[src/rtl/core/u8ld_pkg.sv]
package u8ld_pkg;

  // code point width and the replacement character
  localparam int unsigned CP_W = 21;
  typedef logic [CP_W-1:0] cp_t;

  localparam cp_t REPLACEMENT_CP = 21'h00FFFD;

  // lengths of an open sequence
  localparam logic [2:0] LEN_NONE  = 3'd0;
  localparam logic [2:0] LEN_TWO   = 3'd2;
  localparam logic [2:0] LEN_THREE = 3'd3;
  localparam logic [2:0] LEN_FOUR  = 3'd4;

  // range limits used by the completion check
  localparam cp_t MIN_TWO      = 21'h000080;
  localparam cp_t MIN_THREE    = 21'h000800;
  localparam cp_t MIN_FOUR     = 21'h010000;
  localparam cp_t SURR_LO      = 21'h00D800;
  localparam cp_t SURR_HI      = 21'h00DFFF;
  localparam cp_t MAX_SCALAR   = 21'h10FFFF;

  // byte classes
  localparam logic [7:0] CONT_MASK = 8'hC0;
  localparam logic [7:0] CONT_CODE = 8'h80;

endpackage

[src/rtl/core/utf8_lossy_decoder.sv]
// channel | ports                                          | direction
// --------+------------------------------------------------+----------
// in      | in_valid, in_ready, in_data_byte, in_end_of_text | into block
// out     | out_valid, out_ready, out_code_point,            | out of block
//         | out_run_last, out_text_done                     |
//
// A word is decoded in one pass from the input register into the result
// register; its group of results (zero to four) leaves one per cycle while
// out_ready is high, a word with more results holds the input register until
// its last is taken, and words with at most one result keep one word per cycle.
// Reset (rst_n low at a clock edge) clears the open sequence and both stages.
// When out_ready is low the group holds and in_ready falls once the input
// register is full, whatever the waiting word would yield.
module utf8_lossy_decoder
  import u8ld_pkg::*;
(
  input  logic        clk,
  input  logic        rst_n,
  input  logic        in_valid,
  output logic        in_ready,
  input  logic [7:0]  in_data_byte,
  input  logic        in_end_of_text,
  output logic        out_valid,
  input  logic        out_ready,
  output logic [20:0] out_code_point,
  output logic        out_run_last,
  output logic        out_text_done
);

  // input register
  logic       s1_valid_r;
  logic [7:0] s1_byte_r;
  logic       s1_eot_r;

  // decoder state
  logic [2:0] seq_len_r, seq_len_nxt;
  logic [1:0] seen_r, seen_nxt;
  cp_t        part_r, part_nxt;

  // result group register: remaining count, final code point, end flag
  logic [2:0] out_cnt_r, out_cnt_nxt;
  cp_t        out_last_r;
  logic       out_eot_r;

  logic       out_free;
  logic       s1_adv;

  // decode signals
  logic       consumed;
  logic       is_cont;
  logic       have_x;
  cp_t        x_cp;
  cp_t        acc;
  logic [1:0] seen_inc;
  logic [1:0] nflush;
  logic [1:0] eflush;
  logic       eflush_en;
  logic [2:0] k_total;
  cp_t        last_cp;

  // completion check of a full sequence
  function automatic cp_t check_value(input logic [2:0] len, input cp_t cp);
    logic bad;
    begin
      if (len == LEN_TWO) begin
        bad = (cp < MIN_TWO);
      end else if (len == LEN_THREE) begin
        bad = (cp < MIN_THREE) || ((cp >= SURR_LO) && (cp <= SURR_HI));
      end else begin
        bad = (cp < MIN_FOUR) || (cp > MAX_SCALAR);
      end
      check_value = bad ? REPLACEMENT_CP : cp;
    end
  endfunction

  // handshake
  assign out_free = (out_cnt_r == 3'd0) || ((out_cnt_r == 3'd1) && out_ready);
  assign s1_adv   = s1_valid_r && out_free;
  assign in_ready = !s1_valid_r || s1_adv;

  // one pass over the held word
  always_comb begin
    seq_len_nxt = seq_len_r;
    seen_nxt    = seen_r;
    part_nxt    = part_r;
    consumed    = 1'b0;
    have_x      = 1'b0;
    x_cp        = REPLACEMENT_CP;
    nflush      = 2'd0;
    is_cont     = ((s1_byte_r & CONT_MASK) == CONT_CODE);
    acc         = {part_r[CP_W-7:0], s1_byte_r[5:0]};
    seen_inc    = seen_r + 2'd1;

    // continue or interrupt an open sequence
    if (seq_len_r != LEN_NONE) begin
      if (is_cont) begin
        consumed = 1'b1;
        if (({1'b0, seen_inc} + 3'd1) >= seq_len_r) begin
          have_x      = 1'b1;
          x_cp        = check_value(seq_len_r, acc);
          seq_len_nxt = LEN_NONE;
          seen_nxt    = 2'd0;
          part_nxt    = '0;
        end else begin
          seen_nxt = seen_inc;
          part_nxt = acc;
        end
      end else begin
        nflush      = seen_inc;
        seq_len_nxt = LEN_NONE;
        seen_nxt    = 2'd0;
        part_nxt    = '0;
      end
    end

    // fresh byte
    if (!consumed) begin
      if (!s1_byte_r[7]) begin
        have_x = 1'b1;
        x_cp   = {13'd0, s1_byte_r};
      end else if (s1_byte_r[7:5] == 3'b110) begin
        seq_len_nxt = LEN_TWO;
        seen_nxt    = 2'd0;
        part_nxt    = {16'd0, s1_byte_r[4:0]};
      end else if (s1_byte_r[7:4] == 4'b1110) begin
        seq_len_nxt = LEN_THREE;
        seen_nxt    = 2'd0;
        part_nxt    = {17'd0, s1_byte_r[3:0]};
      end else if (s1_byte_r[7:3] == 5'b11110) begin
        seq_len_nxt = LEN_FOUR;
        seen_nxt    = 2'd0;
        part_nxt    = {18'd0, s1_byte_r[2:0]};
      end else begin
        have_x = 1'b1;
        x_cp   = REPLACEMENT_CP;
      end
    end

    // end of text flushes what is still open
    eflush_en = s1_eot_r && (seq_len_nxt != LEN_NONE);
    eflush    = eflush_en ? (seen_nxt + 2'd1) : 2'd0;
    if (eflush_en) begin
      seq_len_nxt = LEN_NONE;
      seen_nxt    = 2'd0;
      part_nxt    = '0;
    end

    k_total = {1'b0, nflush} + {2'b00, have_x} + {1'b0, eflush};
    last_cp = have_x ? x_cp : REPLACEMENT_CP;
  end

  // result count
  always_comb begin
    out_cnt_nxt = out_cnt_r;
    if (s1_adv) begin
      out_cnt_nxt = k_total;
    end else if (out_valid && out_ready) begin
      out_cnt_nxt = out_cnt_r - 3'd1;
    end
  end

  // control registers
  always_ff @(posedge clk) begin
    if (!rst_n) begin
      s1_valid_r <= 1'b0;
      seq_len_r  <= LEN_NONE;
      seen_r     <= 2'd0;
      part_r     <= '0;
      out_cnt_r  <= 3'd0;
    end else begin
      out_cnt_r <= out_cnt_nxt;
      if (in_ready) begin
        s1_valid_r <= in_valid;
      end
      if (s1_adv) begin
        seq_len_r <= seq_len_nxt;
        seen_r    <= seen_nxt;
        part_r    <= part_nxt;
      end
    end
  end

  // payload registers
  always_ff @(posedge clk) begin
    if (in_valid && in_ready) begin
      s1_byte_r <= in_data_byte;
      s1_eot_r  <= in_end_of_text;
    end
    if (s1_adv) begin
      out_last_r <= last_cp;
      out_eot_r  <= s1_eot_r;
    end
  end

  // result outputs: replacements first, the final code point last
  assign out_valid      = (out_cnt_r != 3'd0);
  assign out_run_last   = (out_cnt_r == 3'd1);
  assign out_text_done  = (out_cnt_r == 3'd1) && out_eot_r;
  assign out_code_point = (out_cnt_r == 3'd1) ? out_last_r : REPLACEMENT_CP;

  // checks
  a_eot_closes: assert property (@(posedge clk) disable iff (!rst_n)
    (s1_adv && s1_eot_r) |=> (seq_len_r == LEN_NONE))
    else $error("sequence left open after end of text");

  a_eot_yields: assert property (@(posedge clk) disable iff (!rst_n)
    (s1_adv && s1_eot_r) |=> (out_cnt_r != 3'd0))
    else $error("end of text word gave no result");

  a_seen_bound: assert property (@(posedge clk) disable iff (!rst_n)
    (seq_len_r != LEN_NONE) |-> (({1'b0, seen_r} + 3'd1) < seq_len_r))
    else $error("buffered continuations exceed sequence length");

  a_len_code: assert property (@(posedge clk) disable iff (!rst_n)
    (seq_len_r == LEN_NONE) || (seq_len_r == LEN_TWO) ||
    (seq_len_r == LEN_THREE) || (seq_len_r == LEN_FOUR))
    else $error("bad sequence length");

  a_group_holds: assert property (@(posedge clk) disable iff (!rst_n)
    (out_valid && !out_ready) |=> (out_cnt_r == $past(out_cnt_r)))
    else $error("result group moved while stalled");

endmodule
[config.mk]
export PLATFORM = sky130hd
export DESIGN_NAME = utf8_lossy_decoder
export DESIGN_NICKNAME = d
export VERILOG_FILES = /design/src/rtl/core/u8ld_pkg.sv /design/src/rtl/core/utf8_lossy_decoder.sv
export SDC_FILE = /design/constraint.sdc
export NUM_CORES = 1
export LEC_CHECK = 0
export BUFFER_PORTS_ARGS = -buffer_cell sky130_fd_sc_hd__buf_2
export CORE_ASPECT_RATIO = 0.75
export CORE_MARGIN = 4
export CORE_UTILIZATION = 60
export CTS_CLUSTER_DIAMETER = 120
export DETAILED_ROUTE_END_ITERATION = 6
export PLACE_DENSITY = 0.83
export SYNTH_ARGS = -nofsm -noshare
export SYNTH_HDL_FRONTEND = slang
export SYNTH_SLANG_ARGS = --single-unit
[constraint.sdc]
create_clock -name clk -period 5.9 [get_ports clk]
set_input_delay 0.59 -clock clk [delete_from_list [all_inputs] [get_ports clk]]
set_output_delay 0.59 -clock clk [all_outputs]
set_load 0.05 [all_outputs]
==> impl_metrics.json <==
{
  "status": "finished clean",
  "yosys_warnings": 0,
  "met1Wirelength_um": 2530,
  "synth-seq-cells": 55,
  "timing.slew.headroom": 0.258,
  "insertion_delay_ns": 0.30,
  "r2r_start": "seen_r[0]",
  "syn_to_final_growth_pct": 10.6,
  "dr_wl_met2_um": 2320,
  "cp-start-kind": "register",
  "dr.first_iter.drc_count": 158,
  "synth-edff-count": 31,
  "place_congestion": 0.884,
  "cts_sinks": 55,
  "cts_tree": "yes",
  "post_cts_resized": 0,
  "grt_max_degree": 36,
  "maxCapViolations": 0,
  "via_per_inst": 5.87,
  "syn-cell-area_um2": 2720,
  "vias": 1912,
  "synth_cells": 234,
  "diodes": 0,
  "min_from": "in_data_byte[7]",
  "dieArea_um2": 5690,
  "skew_ns": 0.00634,
  "finalSetupTns_ns": 0,
  "finalCritPeriodShare": 0.541,
  "die_w_um": 85.8,
  "syn_area_per_cell_um2": 11.6,
  "power_density_nw_per_um2": 387,
  "ys_types": 56,
  "grt_pass1_vias": 1856,
  "stdcell_count": 326,
  "start_util": 0.647,
  "async_flop_share": 0,
  "top_layer": "met4",
  "wl_per_cell_um": 16.6,
  "post-route-util": 0.716,
  "grt_use_total": 0.210,
  "path_class": "register to register",
  "drtPass1Iterations": 4,
  "met3_length_um": 481,
  "min_period_ns": 3.19,
  "setup.worst_path.end_class": "register",
  "setup_viol": 0,
  "cellLeakagePower_nw": 1.09,
  "rsz0062_at_grt": "false",
  "dp_hpwl_um": 3750,
  "synthFlopType": "edfxtp_1",
  "drc_errors": 0,
  "nNetsFinal": 292,
  "io_buffer_count": 37,
  "hold_viol_final": 0,
  "crit_fanout": 5,
  "synthesis.nets": 256,
  "crit_required_ns": 6.15,
  "grt_pass1_wl_um": 9160,
  "ir_drop_uv": 362,
  "clockRootBuffer": "clkbuf_8",
  "synth-seq-area-share": 0.519,
  "postCtsHoldBufs": 0,
  "post_cts_buffers": 0,
  "die_h_um": 66.3,
  "clk_path_buf_depth": 2,
  "overflow": 0,
  "wl_um": 5400,
  "design.core.area_um2": 4200,
  "cp.arrival_ns": 3.44,
  "fmax_mhz": 313,
  "hold_class": "input pin to register",
  "clk_pin_slew_ns": 0.09,
  "critical_path.startpoint": "seen_r[0]",
  "cts_made_buffers": 5,
  "antenna_found_initial": 0,
  "drv_slew": 0,
  "ant_nets": 0,
  "cts-htree-levels": 2,
  "io_pins": 38,
  "max_slew.worst_pin.slew_ns": 1.11,
  "place_inst": 318,
  "drive_gt1_frac": 0.255,
  "rows": 20
}
cells in the mapped netlist, types with 7 or more instances:
library cell	n	area share
edfxtp_1	31	0.34
dfxtp_1	24	0.18
nand2b_1	17	0.039
inv_1	15	0.021
a22o_1	13	0.042
nand2_1	13	0.018
o21a_1	11	0.030
nor2_1	9	0.012
and2_1	8	0.018
ha_1	7	0.032
nand3_1	7	0.013
o21ai_0	7	0.013
routing by layer:
metal	track usage	vias to the layer above
met5	0	-
met4	0.0632	0
met3	0.0523	9
met2	0.303	87
met1	0.309	890
li1	-	926
cell type report:
class	count	area, um2
tap	55	68.8
clock buffer	6	72.6
clock inverter	2	12.5
inverter	15	56.3
fill	305	1190
sequential	55	1410
timing repair buffer	39	200
multi-input combinational	154	1190
kinds of logic (layout without fill, tap and decap cells):
group | Yosys count | in the layout | synth area share
XOR/XNOR | 1 | 1 | 0.00322
adder cells (fa/ha/maj) | 9 | 9 | 0.0469
buffers and inverters | 25 | 62 | 0.0469
flip-flops | 55 | 55 | 0.519
multiplexers | 5 | 5 | 0.0189
AND/OR/NAND/NOR | 77 | 77 | 0.174
AO/OA/AOI/OAI | 62 | 62 | 0.192
path summary, 6_finish.rpt:
path | to | slack [ns] | cells past startpoint
max | out_cnt_r[1] | 2.71 | 14
min | s1_byte_r[7] | 0.45 | 1
max reg2reg | out_cnt_r[1] | 2.71 | 14
min reg2reg | part_r[6] | 0.51 | 1
per-stage QoR:
| stage | hold slack [ns] | total power [mW] | cell area [um2] | worst slack, ns |
|---|---|---|---|---|
| after floorplan | 0.454 | 0.865 | 2720 | 3.05 |
| final | 0.452 | 1.17 | 3010 | 2.71 |
| after global routing | 0.440 | 1.24 | 3010 | 2.50 |
| after global placement | 0.488 | 0.962 | 2930 | 2.93 |
| after detailed placement | 0.493 | 0.973 | 2930 | 2.77 |
| after CTS | 0.446 | 1.17 | 3010 | 2.72 |
registers in the layout, summed over array words and instances (netlist names):
signal      flops
out_last_r     21
s1_eot_r        1
seq_len_r       3
part_r         15
s1_byte_r       8
s1_valid_r      1
out_eot_r       1
out_cnt_r       3
seen_r          2
power by group:
group | internal [mW] | switching, mW
Clock | 0.0833 | 0.116
Sequential | 0.467 | 0.0327
Combinational | 0.130 | 0.337
Total | 0.681 | 0.485
critical path, stage by stage, from the launching register on:
cell and delay, ns:
dfxtp_1 0.40, inv_1 0.12, ha_1 0.22, ha_1 0.29
a21oi_1 0.24, o21a_1 0.26, nand2_1 0.13, mux2i_1 0.14
nor3_1 0.08, fa_1 0.41, inv_1 0.08, fa_1 0.40
mux2i_1 0.16, mux2i_1 0.09, nor2b_1 0.12
layout by cell type (no fill, tap or decap), types with 2 or more instances in the layout:
cell type,instances
and4_1,2
o21a_1,11
buf_2,37
inv_1,15
a21o_2,5
dfxtp_1,24
nand3_1,7
nand2b_1,17
o21ai_2,2
and2_1,8
a31o_2,2
nor3_1,3
buf_4,2
a21oi_1,4
or3_1,2
a21boi_0,2
fa_1,2
clkbuf_8,5
a22o_1,13
nor2_1,9
edfxtp_1,31
ha_1,7
mux2i_1,4
nor4_1,2
o21ai_0,7
nand2_1,13
nor2b_1,5
o41ai_2,2
Power figures use the tool's default switching activity.
